### config.mk
export PLATFORM = sky130hd
export DESIGN_NAME = agal_controller
export DESIGN_NICKNAME = d
export VERILOG_FILES = /design/src/rtl/agal_pkg.sv /design/src/rtl/agal_controller.sv
export SDC_FILE = /design/constraint.sdc
export NUM_CORES = 1
export LEC_CHECK = 0
export ABC_AREA = 1
export BUFFER_PORTS_ARGS = -buffer_cell sky130_fd_sc_hd__buf_2
export CORE_MARGIN = 2
export CORE_UTILIZATION = 41
export DETAILED_ROUTE_END_ITERATION = 7
export MAX_ROUTING_LAYER = met4
export PLACE_DENSITY = 0.68
export SLEW_MARGIN = 20
export SYNTH_ARGS = -nofsm -noshare
export SYNTH_HDL_FRONTEND = slang
export SYNTH_SLANG_ARGS = --single-unit
### constraint.sdc
create_clock -name clock -period 4.32 [get_ports clock]
set_input_delay 0.216 -clock clock [delete_from_list [all_inputs] [get_ports clock]]
set_output_delay 0.216 -clock clock [all_outputs]
set_load 0.01 [all_outputs]
### src/rtl/agal_pkg.sv
// Package for the affine gap last-row alignment scorer.
// Holds payload structs, register indexes, actions and the controller/datapath command struct.
package agal_pkg;
   localparam int MaxRefLen   = 1024;
   localparam int MaxQueryLen = 65535;
   localparam int ScoreBits   = 24;
   localparam int GapStart    = -1000;
   localparam int PosBits     = 11;
   localparam int OutBits     = 24;

   localparam logic [1:0] ACT_LOAD   = 2'd0;
   localparam logic [1:0] ACT_QUERY  = 2'd1;
   localparam logic [1:0] ACT_READ   = 2'd2;
   localparam logic [1:0] ACT_UNUSED = 2'd3;

   localparam logic [1:0] REG_GAP_OPEN  = 2'd0;
   localparam logic [1:0] REG_GAP_EXT   = 2'd1;
   localparam logic [1:0] REG_MATCH     = 2'd2;
   localparam logic [1:0] REG_MISMATCH  = 2'd3;

   typedef struct packed {
      logic [1:0]         action;
      logic [7:0]         symbol;
      logic [PosBits-1:0] position;
   } req_payload_type;

   typedef struct packed {
      logic signed [OutBits-1:0] score;
      logic                      bad_index;
   } rsp_payload_type;

   // controller to datapath commands
   typedef struct packed {
      logic row_start;   // latch row-start values for the query
      logic cell_issue;  // issue memory reads for column j
      logic cell_exec;   // compute and write column j
      logic row_end;     // write column zero
      logic read_issue;  // issue read of best row
      logic read_done;   // capture response
   } agal_cmd_type;
endpackage

### src/rtl/agal_controller.sv
// Controller: request decode, column sequencing and response handshake.
// Depends on agal_pkg.
module agal_controller
   import agal_pkg::*;
#(
   parameter int MAX_REF_LEN   = MaxRefLen,
   parameter int MAX_QUERY_LEN = MaxQueryLen,
   localparam int AW = $clog2(MAX_REF_LEN + 1),
   localparam int RW = $clog2(MAX_REF_LEN)
) (
   input  logic            clock,
   input  logic            reset,
   input  logic            req_valid,
   output logic            req_ready,
   input  req_payload_type req_data,
   output logic            rsp_valid,
   input  logic            rsp_ready,
   output agal_cmd_type    cmd,
   output logic [AW-1:0]   col,
   output logic            rows_zero,
   output logic [23:0]     row_index,
   output logic            load_en,
   output logic [RW-1:0]   load_addr,
   output logic [7:0]      load_symbol,
   output logic [7:0]      query_symbol,
   output logic [AW-1:0]   read_addr,
   output logic            read_bad
);
   typedef enum logic [2:0] {
      ST_IDLE, ST_LEAD, ST_START, ST_ISSUE, ST_WAIT, ST_EXEC, ST_READ, ST_RSP
   } state_type;

   state_type     state_ff;
   logic [AW-1:0] len_ff, col_ff, rdpos_ff;
   logic [23:0]   rows_ff;
   logic [7:0]    sym_ff;
   logic          bad_ff, rsp_valid_ff;
   logic [2:0]    wait_ff;
   logic          accept;

   assign req_ready = (state_ff == ST_IDLE) && !rsp_valid_ff;
   assign accept    = req_valid && req_ready;
   assign rsp_valid = rsp_valid_ff;
   assign col       = col_ff;
   assign rows_zero = (rows_ff == '0);
   assign row_index = rows_ff + 24'd1;
   assign load_en   = accept && (req_data.action == ACT_LOAD) &&
                      (32'(req_data.position) < MAX_REF_LEN);
   assign load_addr = RW'(req_data.position);
   assign load_symbol = req_data.symbol;
   assign query_symbol = sym_ff;
   assign read_addr = rdpos_ff;
   assign read_bad  = bad_ff;

   always_comb begin
      cmd = '0;
      cmd.row_start  = (state_ff == ST_START);
      cmd.cell_exec  = (state_ff == ST_EXEC);
      cmd.row_end    = (state_ff == ST_START);
      cmd.cell_issue = (state_ff == ST_ISSUE);
      cmd.read_issue = (state_ff == ST_READ) && (wait_ff == '0);
      cmd.read_done  = (state_ff == ST_READ) && (wait_ff == 3'd3);
   end

   always_ff @(posedge clock) begin
      if (reset) begin
         state_ff <= ST_IDLE;
         len_ff <= '0;
         rows_ff <= '0;
         col_ff <= '0;
         rsp_valid_ff <= 1'b0;
         wait_ff <= '0;
      end else begin
         if (rsp_valid_ff && rsp_ready) begin
            rsp_valid_ff <= 1'b0;
         end
         case (state_ff)
            ST_IDLE: begin
               if (accept) begin
                  sym_ff <= req_data.symbol;
                  case (req_data.action)
                     ACT_LOAD: begin
                        if (load_en) begin
                           if (req_data.position == '0) begin
                              rows_ff <= '0;
                              len_ff <= AW'(1);
                           end else if (AW'(req_data.position) >= len_ff) begin
                              len_ff <= AW'(req_data.position) + AW'(1);
                           end
                        end
                     end
                     ACT_QUERY: begin
                        if (32'(rows_ff) < MAX_QUERY_LEN) begin
                           col_ff <= '0;
                           wait_ff <= '0;
                           state_ff <= ST_LEAD;
                        end
                     end
                     ACT_READ: begin
                        bad_ff <= 32'(req_data.position) > 32'(len_ff);
                        rdpos_ff <= AW'(req_data.position);
                        col_ff <= AW'(req_data.position);
                        wait_ff <= '0;
                        state_ff <= ST_READ;
                     end
                     default: begin
                     end
                  endcase
               end
            end
            ST_LEAD: begin
               // let row-start product and column zero read settle
               wait_ff <= wait_ff + 3'd1;
               if (wait_ff == 3'd2) begin
                  state_ff <= ST_START;
               end
            end
            ST_START: begin
               if (len_ff == '0) begin
                  rows_ff <= rows_ff + 24'd1;
                  state_ff <= ST_IDLE;
               end else begin
                  col_ff <= AW'(1);
                  wait_ff <= '0;
                  state_ff <= ST_ISSUE;
               end
            end
            ST_ISSUE: begin
               wait_ff <= '0;
               state_ff <= ST_WAIT;
            end
            ST_WAIT: begin
               wait_ff <= wait_ff + 3'd1;
               if (wait_ff == 3'd0) begin
                  state_ff <= ST_EXEC;
               end
            end
            ST_EXEC: begin
               if (col_ff >= len_ff) begin
                  rows_ff <= rows_ff + 24'd1;
                  state_ff <= ST_IDLE;
               end else begin
                  col_ff <= col_ff + AW'(1);
                  state_ff <= ST_ISSUE;
               end
            end
            ST_READ: begin
               wait_ff <= wait_ff + 3'd1;
               if (wait_ff == 3'd3) begin
                  rsp_valid_ff <= 1'b1;
                  state_ff <= ST_RSP;
               end
            end
            ST_RSP: begin
               if (!rsp_valid_ff || rsp_ready) begin
                  state_ff <= ST_IDLE;
               end
            end
            default: state_ff <= ST_IDLE;
         endcase
      end
   end

   assert property (@(posedge clock) disable iff (reset)
      accept && (req_data.action == ACT_READ) |=> !req_ready)
      else $error("ready held after read accept");
   assert property (@(posedge clock) disable iff (reset) cmd.cell_exec |-> col_ff != '0)
      else $error("column zero computed as cell");
   assert property (@(posedge clock) disable iff (reset)
      $rose(rsp_valid_ff) |-> state_ff == ST_RSP)
      else $error("response outside read");
endmodule

==> results.md, run 1 <==
* Endpoint class of the critical path: flip-flop
* Worst slew margin at about 36%
* Maximum cell stage delay along the critical path at ~530 ps
* Iter 0 DRT Violations at around 300
* Sink count of the clock tree at between 70 and 80
* Primary flip-flop cell chosen by synthesis mapping: sky130_fd_sc_hd__dfxtp_1
* Clk Latency, worst-skew pair at 340 ps
* Class of the tightest hold or removal check: input pin to flip-flop
* Antenna fix cells at 0
* Critical path data arrival time at 2610 ps
* Sequential cell fraction of total power at between 30% and 40%
* Logic gate share of total power at roughly two fifths
* Effective utilization at floorplan at 42.1%
* Height of the die at approximately 120 µm
* Synthesized area per cell at slightly below 7 µm²
* Post-Synthesis Net Count at between 800 and 900
* Routed via count divided by cell count at approximately 5
* Max-cap check violation count at 0
* Internal portion of total power at roughly 1.6 mW
* Setup repair after global routing missed its margin: no
* Chain of cells forming the critical path: nor2_4 -> nand4_2 -> nor2_2 -> nand2_1 -> nand2_1 -> nand3_2 -> nand2_1 -> a21oi_1
* Clk buf depth at 2
* Routability congestion estimate at approximately 0.94
* Number of buffers and inverters on the critical path at 0
* Hold bufs inserted after CTS at 0
* Number of H-tree levels at 3
* Final hold violation count at 0
* # setup viols final at 0
* Count of flip-flops with a built-in enable after synthesis at 20
* Number of global-route vias before repair at between 4,000 and 5,000
* Shortest clock period the worst path allows after layout at 2410 ps
* Number of gates given a new drive strength after cts at 0
* Number of optimization iterations in the first detailed-route pass at 5
* CTS tree: done
* Total Nets Final at 884
* Crit path launch type: flip-flop
* Most numerous cell on the critical path: sky130_fd_sc_hd__nand2_1
* Switching share of power at roughly two fifths
* Max Freq at about 410 MHz
* Total global routing overflow at 0
* Kind of critical path: flip-flop to flip-flop
* Area delta synth->final at 15.2%
* Pin slew with the least headroom to its limit at a little under 1000 ps
* Row Count at 40
* Max Transition Viols Final at 0
* TritonCTS Buffers at 9
* Tot GR Track Use at around a fifth
* Worst Path Max Fanout at 23
* IO buf count at ~110
* Die width at around 120 µm
* CTS clock-pin slew for the worst setup and hold paths at about 60 ps
* Total via count in the routed design at 4,886
* Power density over the cells at about 460 nW/µm²
* Global-route wire length before repair at between 20 and 25 mm
* Proportion of register bits with asynchronous set or reset after synthesis at 0%
* Yosys top cell area share at a little over a fifth
* Largest delay contributor family on the critical path: simple AND/OR/NAND/NOR gates
* Cell Area, Synth at between 5000 and 6000 µm²
* Worst vdd rail ir drop at between 0.2 and 0.25 mV
* Main area contributors after synthesis: sky130_fd_sc_hd__dfxtp_1, sky130_fd_sc_hd__nand2_1, sky130_fd_sc_hd__edfxtp_1, sky130_fd_sc_hd__nor2_1, sky130_fd_sc_hd__ha_1
* Die area at 13,300 µm²
* Detailed placement HPWL at 9.81 mm
* Top-level I/O count at roughly 110
* Setup skew after layout at 6.80 ps
* Distinct cell type count after synthesis at 40
* Core region area at between 10,000 and 15,000 µm²
* Fraction of layout instances using a drive strength above 1 at between 10% and 20%
* Period utilization at between 50% and 60%
* Outcome: finished, final reports clean
* Number of antenna violations at the first check in global routing at 0
* DR DRC count at 0
* Root cell of the clock tree: sky130_fd_sc_hd__clkbuf_16
* Number of synthesized register bits at between 70 and 80
* Register area share after synthesis at roughly a third
* Aggregate negative setup slack at 0 ps
* Avg WL per Cell at 13.0 µm
* Synth area leader: sky130_fd_sc_hd__dfxtp_1
* Total Routed Length at 13.0 mm
* Data required time of the worst path at approximately 4500 ps
* Maximum number of pins on one net before global-route repair at 29
* Cells after synthesis at around 750
* Post CTS Setup Buffer Count at 0
* Lkg Pwr at around 2.7 nW
* Portion of total power attributed to the clock network at roughly 28%
* Yosys warning total at 0
* Worst hold margin at between 60 and 70 ps
* Slowest cell on crit path: sky130_fd_sc_hd__nor2_2
* Net switching component of the power at between 1 and 1.5 mW
* Antenna viol nets, final at 0
cell usage after synthesis, types with 8 or more instances:
cell,n
sky130_fd_sc_hd__a21oi_1,58
sky130_fd_sc_hd__buf_4,22
sky130_fd_sc_hd__dfxtp_1,53
sky130_fd_sc_hd__edfxtp_1,20
sky130_fd_sc_hd__ha_1,31
sky130_fd_sc_hd__inv_1,77
sky130_fd_sc_hd__nand2_1,202
sky130_fd_sc_hd__nand3_1,37
sky130_fd_sc_hd__nand4_1,16
sky130_fd_sc_hd__nor2_1,115
sky130_fd_sc_hd__nor3_1,14
sky130_fd_sc_hd__o21ai_0,14
sky130_fd_sc_hd__xnor2_1,8
sky130_fd_sc_hd__xor2_1,13
stage by stage:
stage / setup WS [ps] / util [%] / cells / power [mW] / cell area, µm²
floorplan: 2380 / - / 748 / 1.74 / 5080
global placement: 1980 / 46.1 / 985 / 1.92 / 5560
detailed placement: 1910 / 46.1 / 985 / 1.93 / 5560
CTS: 1900 / 48.5 / 1001 / 2.68 / 5860
global route: 1630 / 48.5 / 1001 / 2.87 / 5860
finish: 1910 / 48.5 / 1001 / 2.66 / 5860
routing by layer:
layer	GRT usage, %	wire length, µm
met1	27.0	6190
met2	31.8	5960
met3	2.85	705
met4	7.31	179
met5	-	0
path summary, 6_finish.rpt:
kind	start	end	slack [ps]	cells after the start
hold reg to reg	len_ff[3]$_SDFFE_PP0P_	len_ff[3]$_SDFFE_PP0P_	490	2
hold / removal	req_data[16]	query_symbol[5]$_DFFE_PP_	60	1
setup reg to reg	state_ff[2]$_SDFFE_PP0P_	rows_ff[10]$_SDFFE_PP0P_	1910	8
setup / recovery	state_ff[2]$_SDFFE_PP0P_	rows_ff[10]$_SDFFE_PP0P_	1910	8
layout by cell type, fill, tap and decap left out, types with 4 or more instances in the layout:
cell,count
sky130_fd_sc_hd__nand2_1,202
sky130_fd_sc_hd__nor2_1,115
sky130_fd_sc_hd__buf_2,107
sky130_fd_sc_hd__inv_1,77
sky130_fd_sc_hd__a21oi_1,58
sky130_fd_sc_hd__dfxtp_1,53
sky130_fd_sc_hd__nand3_1,37
sky130_fd_sc_hd__ha_1,31
sky130_fd_sc_hd__edfxtp_1,20
sky130_fd_sc_hd__nand4_1,16
sky130_fd_sc_hd__o21ai_0,14
sky130_fd_sc_hd__xor2_1,13
sky130_fd_sc_hd__nor3_1,13
sky130_fd_sc_hd__clkbuf_16,9
sky130_fd_sc_hd__xnor2_1,8
sky130_fd_sc_hd__inv_2,7
sky130_fd_sc_hd__nand2_2,5
sky130_fd_sc_hd__nand3b_1,5
sky130_fd_sc_hd__nor4_1,5
sky130_fd_sc_hd__nor2_2,4
sky130_fd_sc_hd__nand3_2,4
final cells by class:
class,instances,area [µm²]
clock inverter,7,71.3
sequential,73,1660
clock buffer,9,225
multi-input combinational,553,2840
tap,168,210
inverter,84,315
fill,1256,6210
timing repair buffer,107,536
power groups by stage:
stage / Sequential [mW] / Combinational, mW / Clock (mW)
2_1_floorplan: 0.877 / 0.861 / 0
3_5_place_dp: 0.883 / 1.05 / 0
5_1_grt: 0.882 / 1.20 / 0.786
6_report: 0.869 / 1.05 / 0.748
3_3_place_gp: 0.883 / 1.04 / 0
4_1_cts: 0.869 / 1.05 / 0.761
cells by family after synthesis:
family	after synthesis	synth area share, %
AND/OR/NAND/NOR	416	35.6
buffers and inverters	122	11.6
XOR/XNOR	21	3.62
adder cells (fa/ha/maj)	31	7.63
flip-flops	73	32.7
AO/OA/AOI/OAI	85	8.86
state kept, by name (all words and copies together), names as in the netlist:
register / count
state_ff: 3
rows_ff: 24
col: 11
rsp_valid: 1
wait_ff: 3
len_ff: 11
read_addr: 11
query_symbol: 8
read_bad: 1
worst register-to-register path, stage by stage, from the launching register on:
cell and delay [ps]:
sky130_fd_sc_hd__dfxtp_1 430, sky130_fd_sc_hd__nor2_4 180, sky130_fd_sc_hd__nand4_2 160, sky130_fd_sc_hd__nor2_2 530, sky130_fd_sc_hd__nand2_1 150, sky130_fd_sc_hd__nand2_1 130, sky130_fd_sc_hd__nand3_2 410, sky130_fd_sc_hd__nand2_1 200
sky130_fd_sc_hd__a21oi_1 80
No activity file was read; power rests on OpenSTA's default activity.
==> run 2, diff against run 1 <==
--- a/config.mk
+++ b/config.mk
@@ -11,7 +11,7 @@
 export CORE_UTILIZATION = 41
 export DETAILED_ROUTE_END_ITERATION = 7
 export MAX_ROUTING_LAYER = met4
-export PLACE_DENSITY = 0.68
+export PLACE_DENSITY = 0.7
 export SLEW_MARGIN = 20
 export SYNTH_ARGS = -nofsm -noshare
 export SYNTH_HDL_FRONTEND = slang
==> constraint.sdc (replaced) <==
create_clock -name clock -period 2.1 [get_ports clock]
set_input_delay 0.105 -clock clock [delete_from_list [all_inputs] [get_ports clock]]
set_output_delay 0.105 -clock clock [all_outputs]
set_load 0.01 [all_outputs]
==> run 2 against run 1 <==
Critical path depth up 1; sequential share of layout area is 1.6 points lower; global-route usage increased by 1.2 points; clock skew increased by 2.6 ps; largest power group unchanged; core utilization rose by 3.1 points; critical endpoint is now row_index[20]; wire length increased by 4.6%.
==> results.md, run 2 (synthesis gave the netlist of run 1 again) <==
* Outcome: finished, final reports clean
* Shortest clock period the worst path allows after layout at between 1500 and 2000 ps
* Portion of total power attributed to the clock network at 26.7% (-1.4 points)
* Root cell of the clock tree: sky130_fd_sc_hd__clkbuf_16
* Sink count of the clock tree at 73 (unchanged)
* Lkg Pwr at 2.92 nW (+8.0%)
* Endpoint class of the critical path: output pin
* Routed via count divided by cell count at 4.91 (+0.50%)
* Antenna fix cells at 0 (unchanged)
* Tot GR Track Use at 21.6% (+1.2 points)
* IO buf count at 107 (unchanged)
* CTS tree: done
* Worst slew margin at 62.2% (+27 points)
* Area post-placement at 5740 µm² (+3.2%)
* Total Routed Length at 13.6 mm (+4.6%)
* Top library cells by usage in the layout, fill and taps aside: sky130_fd_sc_hd__nand2_1, sky130_fd_sc_hd__nor2_1, sky130_fd_sc_hd__buf_2, sky130_fd_sc_hd__inv_1, sky130_fd_sc_hd__a21oi_1
* Max-cap check violation count at 0 (unchanged)
* Sequential cell fraction of total power at 30.4% (-2.2 points)
* Period utilization at 94.9%
* Number of antenna violations at the first check in global routing at 0 (unchanged)
* Utilization after layout at 51.6% (+3.1 points)
* Number of H-tree levels at 3 (unchanged)
* CTS clock-pin slew for the worst setup and hold paths at 60 ps (about the same)
* Power density over the cells at 919 nW/µm² (+100%)
* Placed Cells at 1,009 (+2.4%)
* Total global routing overflow at 0 (unchanged)
* Switching share of power at 40.0% (-0.62 points)
* Worst Path Max Fanout at 5 (-78%)
* Antenna viol nets, final at 0 (unchanged)
* Total via count in the routed design at 5,087 (+4.1%)
* Max Transition Viols Final at 0 (unchanged)
* Clk Latency, worst-skew pair at 350 ps (about the same)
* Final cell count without fillers at 1,037 (+3.6%)
* Net switching component of the power at 2.29 mW (+110%)
* Die area at 13,300 µm² (unchanged)
* Max Freq at 502 MHz
* Design Area, Final at 6220 µm² (+6.3%)
* Global-route wire length before repair at 22.2 mm (+5.5%)
* Die width at 115 µm (unchanged)
* Number of inserted filler cells in the final layout at 1,192 (-5.1%)
* Core region area at 12,100 µm² (unchanged)
* Height of the die at 115 µm (unchanged)
* Logic gate share of total power at 42.9% (+3.6 points)
* Number of global-route vias before repair at 4,655 (+6.5%)
* Routability congestion estimate at 0.898 (-4.6%)
* Number of optimization iterations in the first detailed-route pass at 5 (unchanged)
* Maximum number of pins on one net before global-route repair at 29 (unchanged)
* Effective utilization at floorplan at 42.1% (unchanged)
* Row Count at 40 (unchanged)
* Worst vdd rail ir drop at 0.425 mV (+93%)
* Setup repair after global routing missed its margin: yes
* Class of the tightest hold or removal check: input pin to flip-flop
* Crit path launch type: flip-flop
* Detailed placement HPWL at 10.1 mm (+2.6%)
* Internal portion of total power at 3.43 mW (+120%)
* Setup skew after layout at 9.37 ps (+2.57 ps)
* Most common cell after layout, fill and taps aside: sky130_fd_sc_hd__nand2_1
* Area delta synth->final at 22.4%
* Fraction of layout instances using a drive strength above 1 at 22.2% (+3.8 points)
* Data required time of the worst path at 2000 ps (-2520 ps)
* Kind of critical path: flip-flop to output pin
* Final hold violation count at 0 (unchanged)
* Worst-case register-to-register setup slack at 160 ps (-1750 ps)
* Clk buf depth at 2 (unchanged)
* Pin slew with the least headroom to its limit at 568 ps (-393 ps)
* Critical path data arrival time at 1890 ps (-720 ps)
* Biggest register: rows_ff
* Max reg flops at 24 (unchanged)
* # setup viols final at 0 (unchanged)
* Iter 0 DRT Violations at 410 (+35%)
* Post-layout power at 5.72 mW (+110%)
* TritonCTS Buffers at 9 (unchanged)
* Top-level I/O count at 108 (unchanged)
* Avg WL per Cell at 13.2 µm (+0.99%)
* DR DRC count at 0 (unchanged)
* Total Nets Final at 920 (+4.1%)
## run 2: changes by cell type in the layout (fill, tap and decap cells not counted), moves of 4 or more
cell / previous run / this run
sky130_fd_sc_hd__nor2_2: 4 / 8
sky130_fd_sc_hd__buf_4: 0 / 26
sky130_fd_sc_hd__nor2_1: 115 / 109
sky130_fd_sc_hd__dlygate4sd3_1: 0 / 8
## run 2: layout make-up
type	count	area, µm²	share of cell area, %
Multi-Input combinational cell	553	2910	46.8
Sequential cell	73	1660	26.7
Timing Repair Buffer	143	833	13.4
Inverter	84	315	5.07
Clock buffer	11	233	3.74
Tap cell	168	210	3.38
Clock inverter	5	56.3	0.905
## run 2: worst max-delay path: stages, from the launching register on
cell	delay, ps
sky130_fd_sc_hd__dfxtp_2	350
sky130_fd_sc_hd__ha_2	190
sky130_fd_sc_hd__nand2_1	90
sky130_fd_sc_hd__nor2_4	170
sky130_fd_sc_hd__nand2_4	100
sky130_fd_sc_hd__inv_1	60
sky130_fd_sc_hd__nand2_1	90
sky130_fd_sc_hd__nor2_2	140
sky130_fd_sc_hd__xor2_2	190
sky130_fd_sc_hd__buf_2	160
## run 2: path summary, 6_finish.rpt
path / from / to / cells after the start
worst max-delay path: rows_ff[1]$_SDFFE_PP0P_ / row_index[20] / 9
worst min register to register: len_ff[2]$_SDFFE_PP0P_ / len_ff[2]$_SDFFE_PP0P_ / 2
worst min-delay path: req_data[5] / read_addr[5]$_DFFE_PP_ / 1
worst max register to register: len_ff[4]$_SDFFE_PP0P_ / col[7]$_SDFFE_PP0P_ / 12
## run 2: power groups by stage
stage	clock, mW	sequential (mW)	combinational, mW
6_report	1.53	1.74	2.45
5_1_grt	1.61	1.76	2.80
4_1_cts	1.55	1.73	2.39
3_5_place_dp	0	1.76	2.37
3_3_place_gp	0	1.76	2.35
2_1_floorplan	0	1.80	1.77
## run 2: timing repair
item | in CTS | in global routing
hold buffers | 8 | 0
resized for setup | 2 | 19
endpoints found under the setup margin | 3 | 42
pin swaps | 0 | 4
buffers inserted | 0 | 4
endpoints found under the hold margin | 8 | 0
## run 2: routing by layer
layer,part of all wire (%),up-vias,global-route usage (%)
met4,1.6,0,7.39
met2,46,128,33.6
met5,0,-,-
li1,-,2623,-
met3,5.3,17,4.01
met1,47,2319,28.1
## run 2: stage by stage
stage          hold slack, ps  worst slack, ps  setup TNS (ps)
2_1_floorplan             204              160               0
3_3_place_gp              294             97.7               0
3_5_place_dp              295             25.0               0
4_1_cts                  32.6             7.24               0
5_1_grt                  43.5            -30.3            -138
6_report                 35.5              107               0
==> run 3, diff against run 2 <==
--- a/config.mk
+++ b/config.mk
@@ -8,10 +8,10 @@
 export ABC_AREA = 1
 export BUFFER_PORTS_ARGS = -buffer_cell sky130_fd_sc_hd__buf_2
 export CORE_MARGIN = 2
-export CORE_UTILIZATION = 41
+export CORE_UTILIZATION = 50
 export DETAILED_ROUTE_END_ITERATION = 7
 export MAX_ROUTING_LAYER = met4
-export PLACE_DENSITY = 0.7
+export PLACE_DENSITY = 0.82
 export SLEW_MARGIN = 20
 export SYNTH_ARGS = -nofsm -noshare
 export SYNTH_HDL_FRONTEND = slang
==> run 3 against run 2 <==
Count of clock-buffer cells in the layout is 1 higher; sequential power hardly changed; clock skew is 7.7 ps higher; clock power is 20% lower; flip-flop and latch count stayed put; via count is 3.8% higher; non-clock buffer count is 4 lower; final cell count is 3.7% lower; die area is 17% lower; first-iteration DRC count is 12% lower; maximum frequency hardly changed; critical path type unchanged.
==> results.md, run 3 (synthesis gave the netlist of run 1 again) <==
* Utilization after layout at 62.3% (+11 points)
* Worst Path Max Fanout at 5 (unchanged)
* Portion of total power attributed to the clock network at 22.3% (-4.4 points)
* Logic gate share of total power at 45.8% (+2.9 points)
* Internal portion of total power at 3.16 mW (-8.0%)
* Root cell of the clock tree: sky130_fd_sc_hd__clkbuf_8
* Max-cap check violation count at 0 (unchanged)
* Top library cells by usage in the layout, fill and taps aside: sky130_fd_sc_hd__nand2_1, sky130_fd_sc_hd__nor2_1, sky130_fd_sc_hd__buf_2, sky130_fd_sc_hd__inv_1, sky130_fd_sc_hd__a21oi_1
* Crit path launch type: flip-flop
* Height of the die at 105 µm (-9.1%)
* Number of global-route vias before repair at 4,636 (-0.41%)
* CTS tree: done
* # setup viols final at 0 (unchanged)
* Critical path data arrival time at 1890 ps (about the same)
* GRT met2 Usage at 40.2% (+6.6 points)
* Antenna fix cells at 0 (unchanged)
* Total Nets Final at 917 (-0.33%)
* Worst vdd rail ir drop at 0.552 mV (+30%)
* Maximum number of pins on one net before global-route repair at 29 (unchanged)
* Design Area, Final at 6120 µm² (-1.7%)
* Global-route wire length before repair at 22.0 mm (-0.78%)
* Number of optimization iterations in the first detailed-route pass at 8 (+3)
* Top-level I/O count at 108 (unchanged)
* Row Count at 36 (-10%)
* Pin slew with the least headroom to its limit at 574 ps (+6.11 ps)
* Area post-placement at 5680 µm² (-1.0%)
* CTS clock-pin slew for the worst setup and hold paths at 90 ps (+30 ps)
* Clk buf depth at 2 (unchanged)
* Grt met1 use at 33.5% (+5.4 points)
* Lkg Pwr at 2.89 nW (-1.2%)
* Number of H-tree levels at 3 (unchanged)
* Sink count of the clock tree at 73 (unchanged)
* Outcome: finished, final reports clean
* Tot GR Track Use at 25.3% (+3.8 points)
* Endpoint class of the critical path: output pin
* Core region area at 9820 µm² (-19%)
* Data required time of the worst path at 2000 ps (about the same)
* Biggest register: rows_ff
* TritonCTS Buffers at 9 (unchanged)
* Gr busiest metal: met2
* Antenna viol nets, final at 0 (unchanged)
* Area delta synth->final at 20.3%
* Aggregate negative setup slack at 0 ps (unchanged)
* Effective utilization at floorplan at 51.8% (+9.6 points)
* Max Freq at 502 MHz (about the same)
* Die width at 105 µm (-9.1%)
* Post-layout power at 5.49 mW (-4.0%)
* Fraction of layout instances using a drive strength above 1 at 22.7% (+0.54 points)
* Class of the tightest hold or removal check: input pin to flip-flop
* Max reg flops at 24 (unchanged)
* Total global routing overflow at 0 (unchanged)
* Kind of critical path: flip-flop to output pin
* Detailed placement HPWL at 9.86 mm (-2.1%)
* Avg WL per Cell at 14.2 µm (+7.9%)
* Worst-case register-to-register setup slack at 160 ps (about the same)
* Total via count in the routed design at 5,281 (+3.8%)
* Final hold violation count at 0 (unchanged)
* Setup repair after global routing missed its margin: yes
* Iter 0 DRT Violations at 362 (-12%)
* Max Transition Viols Final at 0 (unchanged)
* IO buf count at 107 (unchanged)
* Power density over the cells at 898 nW/µm² (-2.3%)
* Total Routed Length at 14.2 mm (+3.9%)
* Met3 capacity usage during global routing at 2.99% (-1.0 points)
* Period utilization at 94.8% (about the same)
* Number of inserted filler cells in the final layout at 906 (-24%)
* Sequential cell fraction of total power at 31.9% (+1.5 points)
* Switching share of power at 42.5% (+2.5 points)
* Most common cell after layout, fill and taps aside: sky130_fd_sc_hd__nand2_1
* Setup skew after layout at 17.1 ps (+7.73 ps)
* Shortest clock period the worst path allows after layout at 1990 ps (-1.61 ps)
* DR DRC count at 0 (unchanged)
* Clk Latency, worst-skew pair at 360 ps (about the same)
* Final cell count without fillers at 999 (-3.7%)
* Die area at 11,000 µm² (-17%)
* Routability congestion estimate at 0.915 (+2.0%)
* Routed via count divided by cell count at 5.29 (+7.8%)
* Worst slew margin at 61.8% (-0.41 points)
* Number of antenna violations at the first check in global routing at 0 (unchanged)
* Placed Cells at 972 (-3.7%)
* Net switching component of the power at 2.34 mW (+2.0%)
[run 3: changes by cell type in the layout (fill, tap and decap cells not counted), sizes merged]
cell,previous run,this run
buf,135,131
clkbuf,11,12
clkinv,3,2
clkinvlp,1,0
inv,84,85
nand2,208,209
[run 3: critical path: stages (launching register included)]
cell,delay (ps)
sky130_fd_sc_hd__dfxtp_1,450
sky130_fd_sc_hd__nand2_1,120
sky130_fd_sc_hd__inv_1,110
sky130_fd_sc_hd__nand3_1,110
sky130_fd_sc_hd__nor3_1,300
sky130_fd_sc_hd__xor2_1,240
sky130_fd_sc_hd__buf_2,170
[run 3: area by class of cell]
cell class | instances | area (µm²) | share of cell area (%)
Timing Repair Buffer | 139 | 800 | 13.1
Tap cell | 133 | 166 | 2.72
Inverter | 84 | 315 | 5.16
Sequential cell | 73 | 1670 | 27.4
Multi-Input combinational cell | 554 | 2950 | 48.2
Clock inverter | 4 | 48.8 | 0.798
Clock buffer | 12 | 166 | 2.72
[run 3: repair_timing]
item | in CTS | in global routing
endpoints found under the setup margin | 19 | 42
setup buffers | 1 | 1
hold buffers | 8 | 0
resized for setup | 5 | 25
gates cloned | 0 | 1
pin swaps | 0 | 3
endpoints found under the hold margin | 8 | 0
[run 3: through the flow]
stage | setup WS, ps | hold slack (ps)
detailed placement | 28.7 | 297
CTS | 0.533 | 3.09
floorplan | 160 | 204
finish | 108 | 17.9
global placement | 131 | 293
global route | -7.15 | 28.5
[run 3: power groups by stage]
| stage | Clock, mW | Sequential, mW | Combinational, mW |
|---|---|---|---|
| after floorplan | 0 | 1.80 | 1.77 |
| after CTS | 1.23 | 1.73 | 2.40 |
| after global placement | 0 | 1.76 | 2.31 |
| after detailed placement | 0 | 1.76 | 2.34 |
| after global routing | 1.29 | 1.77 | 2.78 |
| final | 1.23 | 1.75 | 2.51 |
[run 3: routing by layer]
| layer | part of all wire, % | vias up |
|---|---|---|
| li1 | - | 2623 |
| met1 | 43 | 2391 |
| met3 | 7.6 | 32 |
| met2 | 47 | 235 |
| met4 | 2.3 | 0 |
| met5 | 0 | - |
[run 3: worst paths after layout]
check | depth (start not counted) | from | to
setup / recovery | 6 | rows_ff[15]$_SDFFE_PP0P_ | row_index[17]
hold / removal | 1 | req_data[5] | read_addr[5]$_DFFE_PP_
setup reg to reg | 12 | len_ff[6]$_SDFFE_PP0P_ | col[5]$_SDFFE_PP0P_
hold reg to reg | 2 | rows_ff[2]$_SDFFE_PP0P_ | rows_ff[2]$_SDFFE_PP0P_
